<file path="config.mk">
export PLATFORM = sky130hd
export DESIGN_NAME = multiplexed_seven_segment_counter
export DESIGN_NICKNAME = d
export VERILOG_FILES = /design/src/sv/mssc_pkg.sv /design/src/sv/multiplexed_seven_segment_counter.sv
export SDC_FILE = /design/constraint.sdc
export NUM_CORES = 1
export LEC_CHECK = 0
export BUFFER_PORTS_ARGS = -buffer_cell sky130_fd_sc_hd__buf_2
export CAP_MARGIN = 10
export CORE_MARGIN = 8
export CORE_UTILIZATION = 45
export CTS_CLUSTER_SIZE = 30
export DETAILED_ROUTE_END_ITERATION = 16
export PLACE_DENSITY = 0.61
export SYNTH_ARGS = -nofsm -noshare
export SYNTH_HDL_FRONTEND = slang
export SYNTH_SLANG_ARGS = --single-unit
</file>
<file path="constraint.sdc">
create_clock -name clk -period 4.6 [get_ports clk]
set_input_delay 0.23 -clock clk [delete_from_list [all_inputs] [get_ports clk]]
set_output_delay 0.23 -clock clk [all_outputs]
set_load 0.02 [all_outputs]
</file>
<file path="src/sv/mssc_pkg.sv">
package mssc_pkg;

    typedef logic [1:0] op_t;
    typedef logic [3:0] digit_t;
    typedef logic [6:0] seg_t;
    typedef logic [8:0] period_t;

    localparam op_t OP_TICK  = 2'd0;
    localparam op_t OP_PRESS = 2'd1;
    localparam op_t OP_ADC   = 2'd2;

    localparam int DEFAULT_NUM_DIGITS = 4;

    localparam int SAMPLE_W     = 10;
    localparam int IN_TDATA_W   = 16;
    localparam int OP_W         = 2;
    localparam int SEG_W        = 7;
    localparam int PERIOD_W     = 9;

    localparam logic [SAMPLE_W-1:0] ADC_SPLIT = 10'd500;
    localparam period_t             HIGH_BASE = 9'd51;
    localparam digit_t              DIGIT_MAX = 4'd9;

    localparam seg_t SEG_TABLE [10] = '{
        7'h3F, 7'h06, 7'h5B, 7'h4F, 7'h66, 7'h6D, 7'h7D, 7'h07, 7'h7F, 7'h6F
    };

    // Digits above nine never occur, but they would show as a blank digit.
    function automatic seg_t seg_of(input digit_t d);
        seg_t r;
        r = 7'd0;
        if (d <= DIGIT_MAX)
        begin
            r = SEG_TABLE[d];
        end
        return r;
    endfunction

    // Both divisions use a scaled reciprocal that is exact over the
    // whole 10-bit input range: s/10 as (s*205)>>11, u/5 as (u*3277)>>14.
    function automatic period_t period_of(input logic [SAMPLE_W-1:0] s);
        logic [17:0] lo_prod;
        logic [9:0]  t;
        logic [11:0] t4;
        logic [23:0] hi_prod;
        period_t     r;
        lo_prod = 18'(s) * 18'd205;
        t       = s - ADC_SPLIT;
        t4      = {t, 2'b00};
        hi_prod = 24'(t4) * 24'd3277;
        if (s < ADC_SPLIT)
        begin
            r = 9'd1 + 9'(lo_prod[17:11]);
        end
        else
        begin
            r = HIGH_BASE + 9'(hi_prod[23:14]);
        end
        return r;
    endfunction

endpackage

</file>
<file path="src/sv/multiplexed_seven_segment_counter.sv">
// Multiplexed seven-segment display driver with a decimal counter.
//
// Input channel (s_axis): tuser carries the operation (scan tick, button press
// or converter sample) and tdata the 10-bit converter sample. Output channel
// (m_axis): one transaction per input transaction, carrying the segment
// pattern, the one-hot digit enable and the refresh period packed in tdata.
//
// A tick steps the scan position down through the digits, wrapping to the
// most significant one, and latches that digit's pattern and enable. A press
// adds one to the decimal counter, wrapping to zero from all nines. A sample
// gives the timer refresh period; other operations report a period of zero.
//
// An accepted input transaction's result appears on m_axis in the next cycle.
// One transaction is taken every cycle while the receiver is ready: the single
// output register is refilled in the same cycle that the receiver takes its
// contents. When the receiver stalls with a result pending, s_axis_tready
// drops until it is taken. Reset clears the counter and the latches, sets the
// scan position to the most significant digit and empties the output register;
// no result is presented until the first input transaction.
module multiplexed_seven_segment_counter #(
    parameter int NUM_DIGITS = mssc_pkg::DEFAULT_NUM_DIGITS
) (
    input  logic                         clk,
    input  logic                         rst_n,
    input  logic                         s_axis_tvalid,
    output logic                         s_axis_tready,
    // [9:0] adc_sample, [15:10] zero
    input  logic [mssc_pkg::IN_TDATA_W-1:0] s_axis_tdata,
    // [1:0] op
    input  logic [mssc_pkg::OP_W-1:0]    s_axis_tuser,
    output logic                         m_axis_tvalid,
    input  logic                         m_axis_tready,
    // [6:0] segments, [6+NUM_DIGITS:7] digit_enable,
    // [15+NUM_DIGITS:7+NUM_DIGITS] refresh_period, rest zero
    output logic [((mssc_pkg::SEG_W + NUM_DIGITS + mssc_pkg::PERIOD_W + 7) / 8) * 8 - 1:0]
                                         m_axis_tdata
);
    import mssc_pkg::*;

    localparam int OUT_W       = SEG_W + NUM_DIGITS + PERIOD_W;
    localparam int OUT_TDATA_W = ((OUT_W + 7) / 8) * 8;
    localparam int PW          = $clog2(NUM_DIGITS + 1);
    localparam int IDXW        = (NUM_DIGITS > 1) ? $clog2(NUM_DIGITS) : 1;
    localparam logic [PW-1:0] POS_MAX = PW'(NUM_DIGITS);
    localparam logic [PW-1:0] POS_ONE = PW'(1);

    logic [PW-1:0]         pos_reg, pos_next;
    digit_t                digits_reg  [NUM_DIGITS];
    digit_t                digits_next [NUM_DIGITS];
    digit_t                digits_inc  [NUM_DIGITS];
    seg_t                  seg_reg, seg_next;
    logic [NUM_DIGITS-1:0] en_reg, en_next;
    logic                  out_valid_reg;
    logic [OUT_TDATA_W-1:0] out_data_reg;

    logic                  in_accept;
    op_t                   op;
    logic [SAMPLE_W-1:0]   sample;
    logic [PW-1:0]         pos_tick;
    logic [PW-1:0]         idx_full;
    logic [IDXW-1:0]       idx;
    period_t               period;

    assign op        = s_axis_tuser;
    assign sample    = s_axis_tdata[SAMPLE_W-1:0];
    assign s_axis_tready = !out_valid_reg || m_axis_tready;
    assign in_accept = s_axis_tvalid && s_axis_tready;

    assign pos_tick = (pos_reg <= POS_ONE || pos_reg > POS_MAX) ? POS_MAX : pos_reg - POS_ONE;
    assign idx_full = POS_MAX - pos_tick;
    assign idx      = idx_full[IDXW-1:0];

    // Decimal increment: a digit steps only when every less significant digit
    // is nine. Index 0 is the most significant digit.
    always_comb
    begin
        logic carry;
        carry = 1'b1;
        for (int i = NUM_DIGITS - 1; i >= 0; i--)
        begin
            if (carry)
            begin
                digits_inc[i] = (digits_reg[i] >= DIGIT_MAX) ? 4'd0 : digits_reg[i] + 4'd1;
            end
            else
            begin
                digits_inc[i] = digits_reg[i];
            end
            carry = carry && (digits_reg[i] >= DIGIT_MAX);
        end
    end

    always_comb
    begin
        pos_next    = pos_reg;
        digits_next = digits_reg;
        seg_next    = seg_reg;
        en_next     = en_reg;
        period      = '0;
        case (op)
            OP_TICK:
            begin
                pos_next = pos_tick;
                seg_next = seg_of(digits_reg[idx]);
                for (int i = 0; i < NUM_DIGITS; i++)
                begin
                    en_next[i] = (pos_tick == PW'(i + 1));
                end
            end
            OP_PRESS:
            begin
                digits_next = digits_inc;
            end
            OP_ADC:
            begin
                period = period_of(sample);
            end
            default:
            begin
                period = '0;
            end
        endcase
    end

    always_ff @(posedge clk or negedge rst_n)
    begin
        if (!rst_n)
        begin
            pos_reg       <= POS_MAX;
            seg_reg       <= '0;
            en_reg        <= '0;
            out_valid_reg <= 1'b0;
            for (int i = 0; i < NUM_DIGITS; i++)
            begin
                digits_reg[i] <= '0;
            end
        end
        else
        begin
            if (in_accept)
            begin
                pos_reg       <= pos_next;
                seg_reg       <= seg_next;
                en_reg        <= en_next;
                digits_reg    <= digits_next;
                out_valid_reg <= 1'b1;
            end
            else if (m_axis_tready)
            begin
                out_valid_reg <= 1'b0;
            end
        end
    end

    always_ff @(posedge clk)
    begin
        if (in_accept)
        begin
            out_data_reg <= OUT_TDATA_W'({period, en_next, seg_next});
        end
    end

    assign m_axis_tvalid = out_valid_reg;
    assign m_axis_tdata  = out_data_reg;

endmodule

</file>
==> results of run 1 <==
-- worst paths after layout --
check,from,endpoint,depth (start not counted)
max in group asynchronous,rst_n,m_axis_tvalid$_DFFE_PN0P_,1
min in group clk,s_axis_tvalid,m_axis_tvalid$_DFFE_PN0P_,2
max reg2reg,pos_reg[1]$_DFFE_PN0P_,seg_reg[4]$_DFFE_PN0P_,14
max,s_axis_tdata[3],m_axis_tdata[17]$_SDFFCE_PN0P_,29
min reg2reg,en_reg[3]$_DFFE_PN0P_,en_reg[3]$_DFFE_PN0P_,2
min,rst_n,en_reg[0]$_DFFE_PN0P_,1
-- stage by stage --
step,setup slack [ns],instances,hold WS (ns)
2_1_floorplan,-0.994,670,-0.0656
3_3_place_gp,-1.31,985,0.321
3_5_place_dp,-1.40,985,0.337
4_1_cts,-0.689,997,0.0153
5_1_grt,-0.969,1002,0.0512
6_report,-0.718,1002,-0.0132
-- per-layer routing --
metal	track usage [%]	vias to the layer above	wire [um]
li1	-	2538	-
met1	19.9	2389	6760
met2	26.6	79	6690
met3	1.97	7	519
met4	2.87	0	109
met5	0	-	0
-- cell usage in the layout (no fill, tap or decap), types with 6 or more instances in the layout --
master,count
ha_1,118
xor2_1,9
xnor2_2,6
nand2_1,66
xnor2_1,24
buf_2,34
a21o_1,9
a21oi_1,14
ha_4,12
o21ai_0,38
dfrtp_1,30
and2_1,7
fa_1,40
edfxtp_1,20
inv_1,95
nor2_1,29
or2_2,6
buf_6,8
buf_4,115
nand2b_1,6
nand3_1,14
-- power groups by stage --
stage	clock network (mW)	registers (mW)	logic [mW]
after detailed placement	0	0.719	4.67
after CTS	0.370	0.711	5.26
final	0.364	0.710	5.75
after floorplan	0	0.757	3.08
after global routing	0.385	0.726	6.35
after global placement	0	0.711	4.58
-- layout make-up --
type	instances	area (um2)
fill	1143	5490
inverter	98	388
sequential	51	1380
clock buffer	6	129
tap	180	225
multi-input combinational	507	5060
timing repair buffer	158	1140
clock inverter	2	13.8
-- worst register-to-register path, delay by kind of cell (launching register included) --
kind	cells	cell delay [ns]
multiplexers	1	0.59
AO/OA/AOI/OAI	3	0.61
buffers and inverters	3	0.29
adder cells (fa/ha/maj)	4	1.01
AND/OR/NAND/NOR	3	0.78
flip-flops	1	0.39
-- what timing repair did --
action	CTS	global route
pin swaps	43	18
hold buffers	0	0
setup buffers	4	6
gates resized for setup	47	29
endpoints found under the setup margin	9	9
-- cells by family after synthesis --
group	share of synthesized area (%)
DFF	21.6
muxes	2.06
other	0.0589
buffers and inverters	6.84
adders and majority gates	38.9
and+or+nand+nor	12.7
xor gates and xnor gates	6.33
AOI/OAI and AO/OA	11.4
==> impl_metrics.py, run 1 <==
metrics = {
    "run_status": {
        "run_status": "finished with violations",
        "violations": "negative hold slack, negative setup slack",
    },
    "cells_and_area": {
        "finalNetCount": 1017,
        "final_area_um2": 8340,
        "fin_util_pct": 60.3,
        "drive_gt1_share_pct": 30.7,
        "largest_reg_flops": 20,
        "n_antenna_cell": 0,
        "syn2layout_area_growth_pct": 31.0,
    },
    "detailed_routing": {
        "via_per_inst": 5.00,
        "antenna_left": 0,
        "routed_wl_mm": 14.1,
        "drt_iter0_markers": 274,
        "drc": 0,
        "vias": 5013,
        "wl_per_cell_um": 14.0,
        "dr.pass1.iters": 4,
    },
    "power_and_ir_drop": {
        "p_leak_nw": 4.18,
        "p_sw_mw": 3.02,
        "seqPwrFrac_pct": 10.4,
        "power_frac_comb_pct": 84.3,
        "p_int_mw": 3.80,
        "swShare_pct": 44.3,
        "total_power_mw": 6.82,
        "power_density_nw_per_um2": 818,
        "ir_worst_vdd_v": 0.000639,
        "clkPwrFrac_pct": 5.3,
    },
    "timing": {
        "slew_headroom_pct": 47.1,
        "tightestPinTransition_ns": 0.792,
        "finalHoldViolations": 24,
        "fmax_mhz": 188,
        "rsz0062_at_grt": "yes",
        "finalWorstSetupSlack_ns": -0.718,
        "slew_viol_final": 0,
        "fin_crit_ns": 5.32,
        "hold_slack_ns": -0.0132,
        "setup_violations": 8,
        "finalSetupTns_ns": -4.32,
        "min_period_over_period_pct": 116,
        "fin_worst_skew_ns": 0.0114,
    },
    "logic_synthesis": {
        "async_reset_ff_share_pct": 60.8,
        "synth_seq_cells": 51,
        "netlist_instances": 667,
        "yosys-top-cells-count": "ha_1, inv_1, nand2_1",
        "synthDistinctLibCells": 59,
        "synthMostInstantiatedCell": "ha_1",
        "netlist.area_leader.share_pct": 26.3,
        "synth_area_um2": 6360,
        "ys_seq_area_share_pct": 21.6,
        "synth_area_leaders": "ha_1, fa_1, dfrtp_1",
        "syn_area_per_cell_um2": 9.54,
        "synth_top_area_cell": "ha_1",
        "synthFlopType": "dfrtp_1",
        "yosysWarnings": 0,
        "synth_edf_count": 20,
    },
    "placement": {
        "place_area_um2": 7670,
        "numPortBuffers": 37,
        "gp_congestion": 0.834,
        "place_hpwl_mm": 11.7,
    },
    "clock_network": {
        "cts_tree": "done",
        "clock-sinks": 51,
        "insertion_delay_ns": 0.29,
        "clk_path_buf_depth": 2,
        "cts_root_buf": "clkbuf_16",
        "numCtsBuffers": 5,
        "path_clk_slew_ns": 0.07,
        "cts_htree_levels": 2,
    },
    "die": {
        "core_um2": 13800,
        "die_area_um2": 18200,
        "top_level_ports": 48,
        "initial_utilization_pct": 46.0,
        "die_x_um": 135,
        "rows": 43,
        "die_h_um": 135,
    },
    "global_routing": {
        "antenna_found_initial": 0,
        "grt_pass1_wl_mm": 23.3,
        "grt_max_degree": 32,
        "track_usage_pct": 15.3,
        "grt_pass1_vias": 5154,
        "overflow": 0,
    },
    "worst_setup_path": {
        "path_common_cell": "fa_1",
        "worst-path-buf-inv": 6,
        "cp_slowest_cell": "fa_1",
        "crit_family": "adder cells",
        "r2r_slack_ns": 0.85,
        "critPathCaptureType": "flop",
        "slowest_delay_ns": 0.51,
        "path_class": "in -> reg",
        "crit_path_max_fanout": 5,
        "startpoint_type": "input port",
        "worstPathRequired_ns": 4.70,
        "cp_data_arrival_time_ns": 5.42,
    },
    "run": {
        "max_cap_viol_count": 0,
    },
    "hold_path": {
        "hp-class": "in -> async",
    },
}
(Power assumes the default switching activity.)
==> run 2: changes to the inputs <==
BUFFER_PORTS_ARGS = default   (was -buffer_cell sky130_fd_sc_hd__buf_2)
DONT_BUFFER_PORTS = 1   (was default)
PLACE_DENSITY = 0.6   (was 0.61)
clock period = 4.3 ns   (was 4.6 ns; I/O delays follow)
==> run 2 against run 1 <==
Net effect: utilization decreased by 1.9 points; critical path depth decreased by 3; critical endpoint is now m_axis_tdata[19]$_SDFFCE_PN0P_; flip-flop and latch count stayed put; the flow finishes with violations (negative setup slack); critical path type unchanged; global-route usage grew 0.40 points; worst setup slack worse by 0.46 ns; cell area down 3.2%.
==> impl_metrics.py, run 2 (same netlist as run 1, synthesis figures left out) <==
metrics = {
    "timing": {
        "tightestPinTransition_ns": 0.746,
        "slew_headroom_pct": 50.2,
        "finalHoldViolations": 0,
        "min_period_over_period_pct": 127,
        "fin_crit_ns": 5.48,
        "slew_viol_final": 0,
        "finalSetupTns_ns": -7.46,
        "hold_slack_ns": 0.0547,
        "fmax_mhz": 183,
        "finalWorstSetupSlack_ns": -1.18,
        "fin_worst_skew_ns": 0.00938,
        "setup_violations": 9,
        "rsz0062_at_grt": "yes",
    },
    "hold_path": {
        "min_from": "s_axis_tvalid",
        "holdPathEnd": "m_axis_tvalid$_DFFE_PN0P_",
        "hold_depth": 1,
        "hp-class": "in -> reg",
    },
    "die": {
        "die_x_um": 135,
        "initial_utilization_pct": 46.0,
        "die_area_um2": 18200,
        "core_um2": 13800,
        "rows": 43,
        "top_level_ports": 48,
        "die_h_um": 135,
    },
    "detailed_routing": {
        "drc": 0,
        "dr.pass1.iters": 4,
        "via_per_inst": 5.08,
        "vias": 4863,
        "wl_per_cell_um": 14.7,
        "routed_wl_mm": 14.0,
        "drt_iter0_markers": 288,
        "antenna_left": 0,
    },
    "worst_setup_path": {
        "crit_family": "adder cells",
        "startpoint_type": "input port",
        "crit_path_max_fanout": 6,
        "cp_data_arrival_time_ns": 5.51,
        "critPathCaptureType": "flop",
        "reg2reg_to": "seg_reg[4]$_DFFE_PN0P_",
        "path_class": "in -> reg",
        "r2r_slack_ns": 0.45,
        "worst-path-buf-inv": 6,
        "ff2ff_path_depth": 14,
        "path_depth": 26,
        "r2r-start": "pos_reg[1]$_DFFE_PN0P_",
        "cp_slowest_cell": "fa_1",
        "slowest_delay_ns": 0.54,
        "worstPathRequired_ns": 4.34,
    },
    "cells_and_area": {
        "finalNetCount": 972,
        "drive_gt1_share_pct": 26.3,
        "n_antenna_cell": 0,
        "seq_area_um2": 1380,
        "syn2layout_area_growth_pct": 26.8,
        "largest_reg_flops": 20,
        "fin_util_pct": 58.4,
        "num-fill-cells": 1152,
        "multi_input_area_um2": 5010,
        "mostFrequentLayoutCells": "ha_1, buf_4, inv_1",
        "layout_commonest_cell": "ha_1",
    },
    "placement": {
        "gp_congestion": 0.836,
        "numPortBuffers": 0,
        "place_hpwl_mm": 11.5,
    },
    "global_routing": {
        "grt_pass1_wl_mm": 23.8,
        "grt_pass1_vias": 4970,
        "grt_max_degree": 32,
        "antenna_found_initial": 0,
        "track_usage_pct": 15.7,
        "overflow": 0,
    },
    "run_status": {
        "run_status": "finished with violations",
        "violations": "negative setup slack",
    },
    "run": {
        "max_cap_viol_count": 0,
    },
    "clock_network": {
        "clock-sinks": 51,
        "cts_tree": "done",
        "clk_path_buf_depth": 2,
        "insertion_delay_ns": 0.29,
        "cts_root_buf": "clkbuf_16",
        "numCtsBuffers": 5,
        "path_clk_slew_ns": 0.06,
        "cts_htree_levels": 2,
    },
}
[run 2: worst max-delay path by stage]
stage / startpoint / to
5_1_grt: s_axis_tdata[3] / m_axis_tdata[19]$_SDFFCE_PN0P_
3_5_place_dp: s_axis_tdata[3] / m_axis_tdata[19]$_SDFFCE_PN0P_
2_1_floorplan: s_axis_tdata[3] / m_axis_tdata[19]$_SDFFCE_PN0P_
6_report: s_axis_tdata[3] / m_axis_tdata[19]$_SDFFCE_PN0P_
4_1_cts: s_axis_tdata[3] / m_axis_tdata[18]$_SDFFCE_PN0P_
3_3_place_gp: s_axis_tdata[3] / m_axis_tdata[19]$_SDFFCE_PN0P_
[run 2: routing by layer]
metal / part of all wire (%) / track usage (%) / vias up
met1: 47 / 21.0 / 2330
met4: 0.70 / 2.87 / 0
met3: 4.6 / 2.15 / 6
li1: - / - / 2446
met5: 0 / 0 / -
met2: 48 / 26.5 / 81
[run 2: metrics by stage]
step           cells  area, um2  worst slack (ns)
6_report         957       8070             -1.18
4_1_cts          951       7880             -1.05
5_1_grt          957       8070             -1.37
3_3_place_gp     933       7370             -1.34
3_5_place_dp     933       7370             -1.47
2_1_floorplan    670       6490             -1.28
[run 2: worst register-to-register path: stages, from the launching register on]
cell and delay (ns):
dfrtp_1 0.39, inv_1 0.12, ha_1 0.16, inv_1 0.05, ha_1 0.21, or3_1 0.47, ha_1 0.45, mux4_2 0.59
inv_1 0.14, ha_1 0.21, nor2_1 0.08, o21a_1 0.17, nor2_1 0.26, o311ai_0 0.26, o21ai_0 0.21
[run 2: final cells by class]
| class | count | area share (%) |
|---|---|---|
| Tap cell | 180 | 2.79 |
| Clock inverter | 1 | 0.109 |
| Multi-Input combinational cell | 507 | 62.1 |
| Clock buffer | 7 | 2.03 |
| Inverter | 98 | 4.81 |
| Sequential cell | 51 | 17.1 |
| Timing Repair Buffer | 113 | 11.1 |
[run 2: timing repair]
item                                    in CTS  in global routing
pin swaps                                   35                 29
endpoints found under the hold margin       31                  0
hold buffers                                 2                  0
gates resized for setup                     41                 29
setup buffers                                8                  7
endpoints found under the setup margin       9                  9
Power of run 2 is left out: the tool's default activity adds up to more than one toggle a clock period on the data nets, which glitch-free logic cannot reach.
